===== src/design/ttf_pkg.sv =====
// shared types and constants for the thermistor temperature filter
`timescale 1ns / 1ps
`default_nettype none
package ttf_pkg;

    localparam int ADC_W          = 10;
    localparam int CENTI_W        = 16;
    localparam int MUL_W          = 32;
    localparam int MUL_DIG        = 4;
    localparam int MUL_STEPS      = MUL_W / MUL_DIG;
    localparam int DVD_W          = 58;
    localparam int DVS_W          = 45;
    localparam int LOG_FRAC       = 20;
    localparam int LOG_W          = 25;
    localparam int RING_DEPTH_DEF = 16;

    localparam logic [31:0] LN2_Q32 = 32'd2977044472;
    localparam logic signed [CENTI_W-1:0] CENTI_LOW  = -16'sd7000;
    localparam logic signed [CENTI_W-1:0] CENTI_HIGH = 16'sd20000;

    typedef enum logic [2:0] {
        CFG_BETA   = 3'd0,
        CFG_R0     = 3'd1,
        CFG_T0     = 3'd2,
        CFG_SERIES = 3'd3,
        CFG_AUX    = 3'd4
    } t_cfg_idx;

    typedef struct packed {
        logic [ADC_W-1:0] adc_main;
        logic [ADC_W-1:0] adc_aux;
    } t_in;

    typedef struct packed {
        logic signed [CENTI_W-1:0] sample_centi;
        logic                      accepted;
        logic signed [CENTI_W-1:0] mean_centi;
        logic signed [CENTI_W-1:0] ewma_centi;
    } t_out;

endpackage
`default_nettype wire


===== src/design/thermistor_temperature_filter_top.sv =====
// thermistor temperature filter top level: sequencer, ring store and averages
// One beat in gives one beat out. A reading at zero or full scale skips the arithmetic
// and goes straight to the output stage; a normal reading runs through the serial
// multiplier (two products, 20 squarings for each of two logarithms after a leading-one
// shift, then three more products) and the one-bit-per-cycle divider, which runs
// for the temperature quotient and again for the average and the mean
// when the sample is stored. The next beat is taken while a result waits on the output.
`timescale 1ns / 1ps
`default_nettype none
module thermistor_temperature_filter_top import ttf_pkg::*; #(
    parameter int RING_DEPTH = RING_DEPTH_DEF
) (
    input  logic        i_clk,
    input  logic        i_rst_n,
    input  logic        i_in_valid,
    output logic        o_in_ready,
    input  t_in         i_in_data,
    output logic        o_out_valid,
    input  logic        i_out_ready,
    output t_out        o_out_data,
    input  logic        i_cfg_we,
    input  logic [2:0]  i_cfg_idx,
    input  logic [15:0] i_cfg_data
);

    localparam int SLOT_W = (RING_DEPTH > 1) ? $clog2(RING_DEPTH) : 1;
    localparam int SUM_W  = $clog2(RING_DEPTH * 20000 + 1) + 1;

    typedef enum logic [12:0] {
        S_IDLE  = 13'b0000000000001,
        S_MUL_A = 13'b0000000000010,
        S_MUL_B = 13'b0000000000100,
        S_NORM  = 13'b0000000001000,
        S_SQR   = 13'b0000000010000,
        S_LNMUL = 13'b0000000100000,
        S_TLMUL = 13'b0000001000000,
        S_BTMUL = 13'b0000010000000,
        S_DIV   = 13'b0000100000000,
        S_UPD   = 13'b0001000000000,
        S_EWMA  = 13'b0010000000000,
        S_MEAN  = 13'b0100000000000,
        S_DONE  = 13'b1000000000000
    } t_state;

    t_state r_state;
    logic [15:0]         r_beta;
    logic [9:0]          r_r0;
    logic signed [7:0]   r_t0;
    logic [14:0]         r_series;
    logic                r_aux;
    logic                r_issued;
    logic [10:0]         r_s;
    logic [10:0]         r_fs;
    logic [30:0]         r_a;
    logic [30:0]         r_b;
    logic [30:0]         r_y;
    logic [4:0]          r_k;
    logic [LOG_FRAC-1:0] r_frac;
    logic [4:0]          r_cnt;
    logic                r_pass;
    logic [LOG_W-1:0]    r_la;
    logic [LOG_W-1:0]    r_lb;
    logic                r_neg;
    logic [LOG_W-1:0]    r_lq;
    logic [40:0]         r_tl;
    logic [31:0]         r_bt;
    logic signed [CENTI_W-1:0] r_centi;
    logic                r_ok;
    logic signed [23:0]  r_ewma;
    logic signed [SUM_W-1:0]   r_sum;
    logic signed [CENTI_W-1:0] r_mean;
    logic [SLOT_W-1:0]   r_slot;
    logic signed [CENTI_W-1:0] r_ring [RING_DEPTH];
    logic [RING_DEPTH-1:0] r_vld;
    logic signed [CENTI_W-1:0] r_rd;
    logic                r_rd_vld;
    logic                r_ovalid;
    t_out                r_odata;

    logic [10:0]          in_s;
    logic [10:0]          in_full;
    logic signed [25:0]   d2;
    logic [LOG_W-1:0]     mag;
    logic signed [16:0]   t0k_s;
    logic [15:0]          t0k;
    logic [19:0]          r0k;
    logic [22:0]          b100;
    logic signed [44:0]   tl_s;
    logic signed [44:0]   den;
    logic                 den_pos;
    logic [37:0]          bt100;
    logic signed [27:0]   ew_num;
    logic [27:0]          ew_mag;
    logic [SUM_W-1:0]     sum_mag;
    logic [23:0]          e_abs;
    logic [15:0]          e_sh;
    logic signed [CENTI_W-1:0] ewma_out;

    logic                 mul_start;
    logic [MUL_W-1:0]     mul_a;
    logic [MUL_W-1:0]     mul_b;
    logic                 mul_done;
    logic [2*MUL_W-1:0]   mul_p;
    logic [31:0]          sq_t;
    logic [LOG_FRAC-1:0]  n_frac;

    logic                 div_start;
    logic [DVD_W-1:0]     div_n;
    logic [DVS_W-1:0]     div_d;
    logic                 div_done;
    logic [DVD_W-1:0]     div_q;
    logic [DVS_W-1:0]     div_r;
    logic                 q_big;
    logic [15:0]          qlo;
    logic                 rnz;
    logic signed [16:0]   w;
    logic signed [16:0]   w_adj;
    logic                 ok_d;
    logic signed [CENTI_W-1:0] centi_d;
    logic signed [SUM_W-1:0]   n_sum;

    assign in_s    = r_aux ? 11'(i_in_data.adc_main) + 11'(i_in_data.adc_aux)
                           : 11'(i_in_data.adc_main);
    assign in_full = r_aux ? 11'd2046 : 11'd1023;

    assign d2      = $signed({1'b0, r_la}) - $signed({1'b0, r_lb});
    assign mag     = d2[25] ? LOG_W'(-d2) : d2[LOG_W-1:0];
    assign t0k_s   = 17'sd27315 + 17'(r_t0) * 17'sd100;
    assign t0k     = t0k_s[15:0];
    assign r0k     = 20'(r_r0) * 20'd1000;
    assign b100    = 23'(r_beta) * 23'd100;
    assign tl_s    = $signed({4'b0, r_tl});
    assign den     = $signed({2'b0, b100, 20'b0}) + (r_neg ? -tl_s : tl_s);
    assign den_pos = !den[44] && (den != '0);
    assign bt100   = 38'(r_bt) * 38'd100;

    assign ew_num  = $signed({{4{r_centi[15]}}, r_centi, 8'b0})
                   + (28'(r_ewma) <<< 3) + 28'(r_ewma);
    assign ew_mag  = ew_num[27] ? 28'(-ew_num) : 28'(ew_num);
    assign sum_mag = r_sum[SUM_W-1] ? SUM_W'(-r_sum) : SUM_W'(r_sum);
    assign e_abs   = r_ewma[23] ? 24'(-r_ewma) : 24'(r_ewma);
    assign e_sh    = e_abs[23:8];
    assign ewma_out = r_ewma[23] ? -$signed(e_sh) : $signed(e_sh);

    // multiplier operands
    assign mul_start = (r_state inside {S_MUL_A, S_MUL_B, S_SQR, S_LNMUL, S_TLMUL, S_BTMUL})
                     && !r_issued;
    always_comb begin
        mul_a = '0;
        mul_b = '0;
        case (r_state)
            S_MUL_A: begin mul_a = MUL_W'(r_series); mul_b = MUL_W'(r_fs);   end
            S_MUL_B: begin mul_a = MUL_W'(r0k);      mul_b = MUL_W'(r_s);    end
            S_SQR:   begin mul_a = MUL_W'(r_y);      mul_b = MUL_W'(r_y);    end
            S_LNMUL: begin mul_a = MUL_W'(mag);      mul_b = LN2_Q32;        end
            S_TLMUL: begin mul_a = MUL_W'(t0k);      mul_b = MUL_W'(r_lq);   end
            S_BTMUL: begin mul_a = MUL_W'(r_beta);   mul_b = MUL_W'(t0k);    end
            default: begin mul_a = '0;               mul_b = '0;             end
        endcase
    end

    // divider operands
    assign div_start = (r_state inside {S_DIV, S_EWMA, S_MEAN}) && !r_issued;
    always_comb begin
        div_n = '0;
        div_d = '0;
        case (r_state)
            S_DIV:   begin div_n = {bt100, 20'b0};     div_d = den[DVS_W-1:0];      end
            S_EWMA:  begin div_n = DVD_W'(ew_mag);     div_d = DVS_W'(10);          end
            S_MEAN:  begin div_n = DVD_W'(sum_mag);    div_d = DVS_W'(RING_DEPTH);  end
            default: begin div_n = '0;                 div_d = '0;                  end
        endcase
    end

    assign sq_t   = mul_p[61:30];
    assign n_frac = {r_frac[LOG_FRAC-2:0], sq_t[31]};

    assign q_big   = (|div_q[DVD_W-1:16]) || (div_q[15:0] >= 16'd47315);
    assign qlo     = div_q[15:0];
    assign rnz     = div_r != '0;
    assign w       = $signed({1'b0, qlo}) - 17'sd27315;
    assign w_adj   = (w < 0 && rnz) ? w + 17'sd1 : w;
    assign ok_d    = !q_big && ((qlo > 16'd20315) || (qlo == 16'd20315 && rnz));
    assign centi_d = q_big ? CENTI_HIGH
                   : (w_adj < 17'(CENTI_LOW)) ? CENTI_LOW : w_adj[15:0];

    assign n_sum = r_sum + SUM_W'(r_centi) - (r_rd_vld ? SUM_W'(r_rd) : SUM_W'(0));

    ttf_mul u_mul (
        .i_clk   (i_clk),
        .i_rst_n (i_rst_n),
        .i_start (mul_start),
        .i_a     (mul_a),
        .i_b     (mul_b),
        .o_done  (mul_done),
        .o_prod  (mul_p)
    );

    ttf_div u_div (
        .i_clk      (i_clk),
        .i_rst_n    (i_rst_n),
        .i_start    (div_start),
        .i_dividend (div_n),
        .i_divisor  (div_d),
        .o_done     (div_done),
        .o_quot     (div_q),
        .o_rem      (div_r)
    );

    // ring store
    always_ff @(posedge i_clk) begin
        if (r_state == S_UPD) begin
            r_ring[r_slot] <= r_centi;
        end
        r_rd <= r_ring[r_slot];
    end

    always_ff @(posedge i_clk) begin
        if (!i_rst_n) begin
            r_state  <= S_IDLE;
            r_beta   <= 16'd3950;
            r_r0     <= 10'd10;
            r_t0     <= 8'sd25;
            r_series <= 15'd10000;
            r_aux    <= 1'b0;
            r_issued <= 1'b0;
            r_ewma   <= '0;
            r_sum    <= '0;
            r_mean   <= '0;
            r_slot   <= '0;
            r_vld    <= '0;
            r_rd_vld <= 1'b0;
            r_ovalid <= 1'b0;
        end else begin
            r_rd_vld <= r_vld[r_slot];
            if (i_cfg_we) begin
                unique case (t_cfg_idx'(i_cfg_idx))
                    CFG_BETA:   r_beta   <= i_cfg_data;
                    CFG_R0:     r_r0     <= i_cfg_data[9:0];
                    CFG_T0:     r_t0     <= $signed(i_cfg_data[7:0]);
                    CFG_SERIES: r_series <= i_cfg_data[14:0];
                    CFG_AUX:    r_aux    <= i_cfg_data[0];
                    default:    ;
                endcase
            end
            if (mul_start || div_start) begin
                r_issued <= 1'b1;
            end
            if (mul_done || div_done) begin
                r_issued <= 1'b0;
            end
            if (r_ovalid && i_out_ready) begin
                r_ovalid <= 1'b0;
            end
            unique case (r_state)
                S_IDLE: begin
                    if (i_in_valid) begin
                        r_ok <= 1'b0;
                        if (in_s == '0 || r_r0 == '0) begin
                            r_centi <= CENTI_LOW;
                            r_state <= S_DONE;
                        end else if (in_s >= in_full || r_series == '0) begin
                            r_centi <= CENTI_HIGH;
                            r_state <= S_DONE;
                        end else begin
                            r_s     <= in_s;
                            r_fs    <= in_full - in_s;
                            r_state <= S_MUL_A;
                        end
                    end
                end
                S_MUL_A: begin
                    if (mul_done) begin
                        r_a     <= mul_p[30:0];
                        r_state <= S_MUL_B;
                    end
                end
                S_MUL_B: begin
                    if (mul_done) begin
                        r_b     <= mul_p[30:0];
                        r_y     <= r_a;
                        r_k     <= 5'd30;
                        r_pass  <= 1'b0;
                        r_state <= S_NORM;
                    end
                end
                S_NORM: begin
                    if (r_y[30]) begin
                        r_cnt   <= '0;
                        r_frac  <= '0;
                        r_state <= S_SQR;
                    end else begin
                        r_y <= {r_y[29:0], 1'b0};
                        r_k <= r_k - 1'b1;
                    end
                end
                S_SQR: begin
                    if (mul_done) begin
                        r_y    <= sq_t[31] ? sq_t[31:1] : sq_t[30:0];
                        r_frac <= n_frac;
                        r_cnt  <= r_cnt + 1'b1;
                        if (r_cnt == 5'(LOG_FRAC - 1)) begin
                            if (!r_pass) begin
                                r_la    <= {r_k, n_frac};
                                r_y     <= r_b;
                                r_k     <= 5'd30;
                                r_pass  <= 1'b1;
                                r_state <= S_NORM;
                            end else begin
                                r_lb    <= {r_k, n_frac};
                                r_state <= S_LNMUL;
                            end
                        end
                    end
                end
                S_LNMUL: begin
                    if (mul_done) begin
                        r_lq    <= mul_p[56:32];
                        r_neg   <= d2[25];
                        r_state <= S_TLMUL;
                    end
                end
                S_TLMUL: begin
                    if (mul_done) begin
                        r_tl    <= mul_p[40:0];
                        r_state <= S_BTMUL;
                    end
                end
                S_BTMUL: begin
                    if (mul_done) begin
                        r_bt <= mul_p[31:0];
                        if (den_pos) begin
                            r_state <= S_DIV;
                        end else begin
                            r_centi <= CENTI_HIGH;
                            r_state <= S_DONE;
                        end
                    end
                end
                S_DIV: begin
                    if (div_done) begin
                        r_centi <= centi_d;
                        r_ok    <= ok_d;
                        r_state <= ok_d ? S_UPD : S_DONE;
                    end
                end
                S_UPD: begin
                    r_sum         <= n_sum;
                    r_vld[r_slot] <= 1'b1;
                    r_slot        <= (r_slot == SLOT_W'(RING_DEPTH - 1)) ? '0
                                                                         : r_slot + 1'b1;
                    r_state       <= S_EWMA;
                end
                S_EWMA: begin
                    if (div_done) begin
                        r_ewma  <= ew_num[27] ? -$signed(div_q[23:0]) : $signed(div_q[23:0]);
                        r_state <= S_MEAN;
                    end
                end
                S_MEAN: begin
                    if (div_done) begin
                        r_mean  <= r_sum[SUM_W-1] ? -$signed(div_q[15:0]) : $signed(div_q[15:0]);
                        r_state <= S_DONE;
                    end
                end
                S_DONE: begin
                    if (!r_ovalid || i_out_ready) begin
                        r_odata.sample_centi <= r_centi;
                        r_odata.accepted     <= r_ok;
                        r_odata.mean_centi   <= r_mean;
                        r_odata.ewma_centi   <= ewma_out;
                        r_ovalid             <= 1'b1;
                        r_state              <= S_IDLE;
                    end
                end
                default: r_state <= S_IDLE;
            endcase
        end
    end

    assign o_in_ready  = r_state == S_IDLE;
    assign o_out_valid = r_ovalid;
    assign o_out_data  = r_odata;

endmodule
`default_nettype wire


===== src/design/ttf_mul.sv =====
// shift-add multiplier, one 4-bit digit of the multiplier per cycle
`timescale 1ns / 1ps
`default_nettype none
module ttf_mul import ttf_pkg::*; (
    input  logic                 i_clk,
    input  logic                 i_rst_n,
    input  logic                 i_start,
    input  logic [MUL_W-1:0]     i_a,
    input  logic [MUL_W-1:0]     i_b,
    output logic                 o_done,
    output logic [2*MUL_W-1:0]   o_prod
);

    localparam int CNT_W = $clog2(MUL_STEPS);

    logic [MUL_W-1:0]         r_x;
    logic [2*MUL_W-1:0]       r_acc;
    logic [CNT_W-1:0]         r_cnt;
    logic                     r_busy;
    logic                     r_done;
    logic [MUL_W+MUL_DIG-1:0] n_sum;

    assign n_sum = (MUL_W+MUL_DIG)'(r_acc[2*MUL_W-1:MUL_W])
                 + (MUL_W+MUL_DIG)'(r_x) * (MUL_W+MUL_DIG)'(r_acc[MUL_DIG-1:0]);

    always_ff @(posedge i_clk) begin
        if (!i_rst_n) begin
            r_busy <= 1'b0;
            r_done <= 1'b0;
        end else begin
            r_done <= 1'b0;
            if (i_start && !r_busy) begin
                r_x    <= i_a;
                r_acc  <= {{MUL_W{1'b0}}, i_b};
                r_cnt  <= '0;
                r_busy <= 1'b1;
            end else if (r_busy) begin
                r_acc <= {n_sum, r_acc[MUL_W-1:MUL_DIG]};
                r_cnt <= r_cnt + 1'b1;
                if (r_cnt == CNT_W'(MUL_STEPS - 1)) begin
                    r_busy <= 1'b0;
                    r_done <= 1'b1;
                end
            end
        end
    end

    assign o_done = r_done;
    assign o_prod = r_acc;

endmodule
`default_nettype wire


===== src/design/ttf_div.sv =====
// restoring divider, one quotient bit per cycle
`timescale 1ns / 1ps
`default_nettype none
module ttf_div import ttf_pkg::*; (
    input  logic             i_clk,
    input  logic             i_rst_n,
    input  logic             i_start,
    input  logic [DVD_W-1:0] i_dividend,
    input  logic [DVS_W-1:0] i_divisor,
    output logic             o_done,
    output logic [DVD_W-1:0] o_quot,
    output logic [DVS_W-1:0] o_rem
);

    localparam int CNT_W = $clog2(DVD_W);

    logic [DVD_W-1:0] r_q;
    logic [DVS_W-1:0] r_rem;
    logic [DVS_W-1:0] r_d;
    logic [CNT_W-1:0] r_cnt;
    logic             r_busy;
    logic             r_done;
    logic [DVS_W:0]   n_trial;
    logic             n_ge;

    assign n_trial = {r_rem, r_q[DVD_W-1]};
    assign n_ge    = n_trial >= {1'b0, r_d};

    always_ff @(posedge i_clk) begin
        if (!i_rst_n) begin
            r_busy <= 1'b0;
            r_done <= 1'b0;
        end else begin
            r_done <= 1'b0;
            if (i_start && !r_busy) begin
                r_q    <= i_dividend;
                r_d    <= i_divisor;
                r_rem  <= '0;
                r_cnt  <= '0;
                r_busy <= 1'b1;
            end else if (r_busy) begin
                r_rem <= n_ge ? DVS_W'(n_trial - {1'b0, r_d}) : n_trial[DVS_W-1:0];
                r_q   <= {r_q[DVD_W-2:0], n_ge};
                r_cnt <= r_cnt + 1'b1;
                if (r_cnt == CNT_W'(DVD_W - 1)) begin
                    r_busy <= 1'b0;
                    r_done <= 1'b1;
                end
            end
        end
    end

    assign o_done = r_done;
    assign o_quot = r_q;
    assign o_rem  = r_rem;

endmodule
`default_nettype wire

===== config.mk =====
export PLATFORM = sky130hd
export DESIGN_NAME = thermistor_temperature_filter_top
export DESIGN_NICKNAME = d
export VERILOG_FILES = /design/src/design/ttf_pkg.sv /design/src/design/thermistor_temperature_filter_top.sv /design/src/design/ttf_mul.sv /design/src/design/ttf_div.sv
export SDC_FILE = /design/constraint.sdc
export NUM_CORES = 2
export LEC_CHECK = 0
export BUFFER_PORTS_ARGS = -buffer_cell sky130_fd_sc_hd__clkbuf_2
export CORE_MARGIN = 1.5
export CORE_UTILIZATION = 30
export CTS_BUF_LIST = sky130_fd_sc_hd__clkbuf_8 sky130_fd_sc_hd__clkbuf_16
export CTS_CLUSTER_SIZE = 16
export DETAILED_ROUTE_END_ITERATION = 8
export SLEW_MARGIN = 0
export SYNTH_ARGS = -nofsm -noshare
export SYNTH_HDL_FRONTEND = slang
export SYNTH_HIERARCHICAL = 1
export SYNTH_SLANG_ARGS = --single-unit

===== constraint.sdc =====
create_clock -name i_clk -period 7.4 [get_ports i_clk]
set_clock_uncertainty 0.05 [all_clocks]
set_input_delay 0.74 -clock i_clk [delete_from_list [all_inputs] [get_ports i_clk]]
set_output_delay 0.74 -clock i_clk [all_outputs]
set_load 0.02 [all_outputs]

Yosys cells after proc, flatten, opt, wreduce, memory -nomap -nowiden:

Memories as Yosys holds them, arrays and structs flattened. A register that Yosys moved wholly into a read port is not among the register bits.
Cells that the tools add are included.

* muxes and demuxes: 96
* multipliers: 5
* order comparisons: 8
* reduce and logical (&&, ||, !) cells: 70
* bitwise logic cells: 7
* eq/ne operators: 39
* $add $sub $neg: 26

Operators by type and width (count)
* $mux W13: 17
* $pmux W32 S6: 1
* $mux W31: 6
* $pmux W31 S6: 1
* $pmux W58 S3: 1
* $pmux W13 S13: 1
* $mux W16: 10
* $mux W45: 3
* $pmux W45 S3: 1
* $mux W58: 2
* $pmux W31 S3: 1
* $reduce_bool A45 Y1: 2
* $mux W64: 1
* $mux W24: 2
* $neg A24 Y24: 2
* $pmux W16 S3: 1
* $ge A46 B45 Y1: 1
* $add A44 B45 Y45: 1
* $neg A41 Y45: 1
* $sub A45 B45 Y45: 1
* $reduce_or A42 Y1: 1
* $mux W20: 2
* $mux W19: 2
* $pmux W19 S2: 1
* 90 further kinds: 189

* output and inout bits: 51
* memories kept: 1
* register bits: 763
* logic and storage cells: 300
* memory bits (writable): 256
* input bits: 44

Memories
* r_ring: depth 16, bits a word 16, rd ports 1, clocked after memory_dff 1, wr ports 1, line thermistor_temperature_filter_top.sv:73 `logic signed [CENTI_W-1:0] r_ring [RING_DEPTH];`

Longest topological paths before layout:

* word-level depth: 9
* gate-level depth with buffers: 28

Hierarchy:

The synthesis kept the hierarchy.

By module, submodules not included
* thermistor_temperature_filter_top: area an instance 48416.4 um^2, times used 1, sequential area each 21740.9 um^2, cells each 4488
* ttf_mul: area an instance 8979.9 um^2, times used 1, sequential area each 3012.9 um^2, cells each 936
* ttf_div: area an instance 8977.4 um^2, times used 1, sequential area each 4664.5 um^2, cells each 944

Worst setup path after synthesis:

No wires, ideal clock.

* path type: reg-to-reg
* from: register r_beta[3]
* to: register r_centi[0] (enable)
* arrival time: 5925 ps
* stages on the path, launching flop included: 26
* period minus slack after synthesis: 6370 ps
* path slack: 1030 ps
* buffers on the path: 1
* path through: dfxtp_1 -> ha_1 -> ha_1 -> fa_1 -> ha_1 -> a21o_1 -> a21oi_1 -> o21bai_1 -> a21oi_1 -> nor2b_1 -> o21a_1 -> nor2_1 -> xnor2_1 -> ha_1 -> clkbuf_1 -> nand2_1 -> a21oi_1 -> a221oi_1 -> a21bo_2 -> a221o_1 -> a21boi_1 -> xor2_1 -> nand2_1 -> nor4b_2 -> a41oi_1 -> a21oi_1

* word-level cells in the longest chain between the ends: 6
* elaborated cells between the ends (all ways): 7
* classes of those cells: add/sub: 1; mul: 1; eq/ne: 1; reduce/logical: 4

RTL lines
* from (decl): line thermistor_temperature_filter_top.sv:46 `logic [15:0] r_beta;`
* from (signal assigned): line thermistor_temperature_filter_top.sv:238 `CFG_BETA: r_beta <= i_cfg_data;`
* $mul A16 B5 Y21 *: line thermistor_temperature_filter_top.sv:131 `assign b100 = 23'(r_beta) * 23'd100;`
* $add A44 B45 Y45 *: line thermistor_temperature_filter_top.sv:133 `assign den = $signed({2'b0, b100, 20'b0}) + (r_neg ? -tl_s : tl_s);`
* $reduce_bool A45 Y1 or $logic_not A1 Y1 (tied branches): line thermistor_temperature_filter_top.sv:134 `assign den_pos = !den[44] && (den != '0);`
* $logic_and A1 B1 Y1 *: line thermistor_temperature_filter_top.sv:134
* $ne A2 B2 Y1 (no line) *
* $reduce_and A7 Y1 (no line) *
* to (signal assigned): line thermistor_temperature_filter_top.sv:342 `r_centi <= centi_d;`
* to (decl): line thermistor_temperature_filter_top.sv:67 `logic signed [CENTI_W-1:0] r_centi;`

Mark *: on every way between the ends. The rest lies on a longest branch, timed or not.
A chain may end at the register's enable or synchronous reset.

Worst setup path in the final report:

* from: register r_beta[2]
* to: register r_centi[15] (enable)

The elaborated chain is that of the path after synthesis.

==> results.txt <==
----------------------------------------------------
[Setup path]
  Maximum fanout count along the critical path ... 16
  Reg2Reg Capture Point ... r_centi[15]
  Launching element type of the critical path ... flop
  Length in cells of the worst reg-to-reg path ... 26
  Arrival time reported for the critical path endpoint ... roughly 7.1 ns
  Required time of the worst setup path ... between 7 and 8 ns
  Startpoint of the worst-slack reg-to-reg timing path ... r_beta[2]
  WS Path Type ... flop to flop
  Master of the slowest instance on the critical path ... o41ai_1
  Type of element capturing the critical path ... flop
  Highest cell delay on the worst timing path ... 0.58 ns
  Worst-case register-to-register setup slack ... 0.73 ns

[Synth]
  Proportion of netlist area held by the largest area contributor ... 39.32%
  Count of state elements after synthesis ... 1,035
  Number of distinct library cells after synthesis ... ~110
  Post-Syn Area ... 66,370 µm²
  Predominant post-synthesis flop cell ... edfxtp_1
  Part of the Yosys area used for sequential elements ... approximately 44%
  Largest area contributor in the synthesized netlist ... edfxtp_1
  Post-Syn Nets ... 7,056
  Mean area per synthesized cell ... 10.42 µm²
  Number of flops mapped to enable cells by yosys ... a little under 900
  Top cells by area in the synthesized netlist ... edfxtp_1 (39%), ha_1 (8.2%), fa_1 (6.2%), dfxtp_1 (5.0%), nand2_1 (5.0%)
  Fraction of registers with async set/reset ... 0%
  Syn Inst Count ... between 6,000 and 7,000
  Yosys warnings ... 6

[Clock tree]
  Clock buffer count from CTS ... 110
  H-tree depth ... 3
  CTS tree ... built
  Post-CTS setup buffer count ... 0
  Max Root-Sink Buffers ... 3
  TritonCTS sink count ... 1,035
  CTS Hold Bufs ... 0
  Clock transition time at the flip-flop clock pins of the worst setup and hold paths ... 0.06 ns
  Clock tree root driver cell ... clkbuf_16
  Count of instances resized after the clock tree is built ... 0
  Worst skew pair latency ... roughly 0.8 ns

[Route]
  Count of antenna-violating nets left after detailed routing ... 0
  Final wirelength ... 186.1 mm
  Per-cell via count in the routed design ... 5.075
  DRC violations left ... 0
  Average wire length per cell after detail routing ... 19.70 µm
  First-iteration detailed-routing DRC count ... roughly 4,200
  Via count ... around 48,000
  Length of the first detailed-routing pass in iterations ... 6

[Timing]
  Final period utilization ... 90.15%
  Slew at the pin closest to its max-slew limit ... 1.314 ns
  Crit path time final ... 6.671 ns
  Unrepaired setup endpoints after global routing ... false
  Final worst slack ... 0.7285 ns
  Fin. max-slew vios ... 0
  Fin. Hold Viols ... 0
  Highest attainable clock frequency ... 149.9 MHz
  Worst max-slew margin expressed relative to the limit ... 11.59%
  Sum of negative setup slack ... 0 ns
  Worst slack on hold paths ... 0.1517 ns
  Setup-violating endpoint count in the final report ... 0

[Min path]
  Worst min-delay path startpoint ... i_cfg_data[10]
  Worst hold path endpoint ... r_series[10]
  Hold Crit Class ... input pin to flop
  Cell count of the worst hold path ... 3

[GRT]
  Number of antenna violations at the first check in global routing ... 8
  Maximum number of pins on one net before global-route repair ... roughly 100
  Number of global-route vias before repair ... 47,089
  Gr usage total ... 16.35%
  Wire length of the first global-routing pass ... between 200 and 300 mm
  Gr ovfl total ... 0

[Pwr]
  Static leakage power ... 29.49 nW
  Cell Pwr Density ... 223.0 nW/µm²
  Worst IR drop on VDD ... approximately 0.00028 V

[Floorplan]
  Core footprint ... 219,700 µm²
  Boundary pin count ... 95
  Die footprint ... 224,100 µm²
  Die boundary width ... 473.4 µm
  Site row count ... 172
  Starting utilization of the core area ... a little under a third
  Height of the chip ... 473.4 µm

[Place]
  Last weighted congestion value of the routability-driven placer ... 0.9127
  Port buffer count ... 94
  Detail Placement HPWL ... 136.9 mm
  Worst Setup Slack post-DPL ... about 0.66 ns
  Placed Instance Area ... 70,310 µm²

[Status]
  Status ... finished, final reports clean

[Job]
  Number of max-capacitance violations reported ... 0

[Cells and area]
  Share of layout cells above drive strength 1 ... 8.464%
  Multi-input logic area ... about 34,000 µm²
  Final cell area excluding filler cells ... 74,110 µm²
  Most common library cell in the layout ignoring fill and taps ... nand2_1
  Count of filler cells inserted in the layout ... 22,009
  Total number of nets in the final design ... 7,079
  Synth-to-layout area growth ... 11.66%
  Most frequent cells in the layout ... nand2_1 (882), edfxtp_1 (869), inv_1 (648)
  Register area ... 29,420 µm²

----------------------------------------------------
==> where the power goes <==
group	internal [mW]	leakage [nW]	total, mW	switching, mW
Combinational	1.51	18.2	3.94	2.43
Sequential	6.63	9.41	6.92	0.294
Clock	3.13	1.91	5.66	2.53
==> critical path, delay by kind of cell, from the launching register on <==
family                     cells  cell delay (ns)
DFF                            1             0.46
AOI/OAI and AO/OA             12             2.73
and+or+nand+nor                5             0.70
buffers and inverters          2             0.37
xor gates and xnor gates       2             0.32
adders and majority gates      5             1.76
==> Yosys cell counts, types with 16 or more instances <==
cell type and instances:
a211oi_1 29, a21boi_0 56, a21o_1 94, a21oi_1 294
a221oi_1 17, a22oi_1 51, a31oi_1 32, and2_1 201
and3_1 33, clkbuf_1 223, dfxtp_1 166, edfxtp_1 869
fa_1 207, ha_1 437, inv_1 632, mux2i_1 49
mux4_2 85, nand2_1 882, nand2b_1 55, nand3_1 106
nand4_1 62, nor2_1 328, nor2b_1 52, nor3_1 86
nor3b_1 20, nor4_1 40, o2111ai_1 17, o211a_1 41
o211ai_1 44, o21a_1 54, o21ai_0 189, o21ai_1 47
o21bai_1 32, o22ai_1 25, o31ai_1 37, o41ai_1 19
or2_2 16, or3_1 39, xnor2_1 264, xor2_1 168
==> per-stage QoR <==
| step | utilization, % | power, mW | cells |
|---|---|---|---|
| finish | 33.73 | 16.52 | 9448 |
| global route | 33.73 | 17.33 | 9446 |
| CTS | 33.72 | 16.60 | 9444 |
| detailed placement | 32.00 | 10.91 | 9237 |
| global placement | 32.00 | 10.88 | 9237 |
| floorplan | - | 9.790 | 6368 |
==> flip-flops by register name (all words and copies together) (netlist names), 31 cells and up <==
register      cells
o_out_data       49
r_a              31
r_b              31
r_bt             32
r_ring          256
r_tl             41
r_y              31
u_div/o_quot     58
u_div/o_rem      45
u_div/r_d        45
u_mul/o_prod     64
u_mul/r_x        32
==> cell type report <==
| class | instances | share of cell area [%] |
|---|---|---|
| multi-input cells | 4438 | 45.53 |
| flip-flops and latches | 1035 | 39.70 |
| well taps | 2958 | 4.994 |
| clock buffers | 134 | 4.297 |
| inverters | 636 | 3.221 |
| repair buffers | 170 | 1.425 |
| clock inverters | 73 | 0.8171 |
| diodes | 4 | 0.01351 |
==> cells by family (layout without fill, tap and decap cells) <==
family	after synthesis	count (layout)	synth area share, %
AO/OA/AOI/OAI	1206	1206	12.17
XOR/XNOR	432	432	5.700
adder cells (fa/ha/maj)	644	644	14.48
buffers and inverters	895	1013	5.139
flip-flops	1035	1035	44.32
multiplexers	143	143	3.776
other	1	5	0.005650
AND/OR/NAND/NOR	2012	2012	14.41
==> layer usage <==
| layer | wire (µm) | up-vias | track usage (%) |
|---|---|---|---|
| met5 | 0 | - | 0 |
| met3 | 11340 | 294 | 2.354 |
| met2 | 86090 | 1458 | 26.70 |
| met1 | 82140 | 23645 | 22.06 |
| li1 | - | 22552 | - |
| met4 | 6551 | 0 | 5.639 |
==> how the worst max path moves through the flow <==
stage                         start          end  cells past startpoint
final                     r_beta[2]  r_centi[15]                     26
after global routing      r_beta[1]  r_centi[11]                     27
after detailed placement  r_beta[2]   r_centi[0]                     26
after floorplan           r_beta[3]   r_centi[0]                     25
after global placement    r_beta[2]   r_centi[2]                     26
after CTS                 r_beta[2]  r_centi[15]                     26
(Power assumes the default switching activity.)
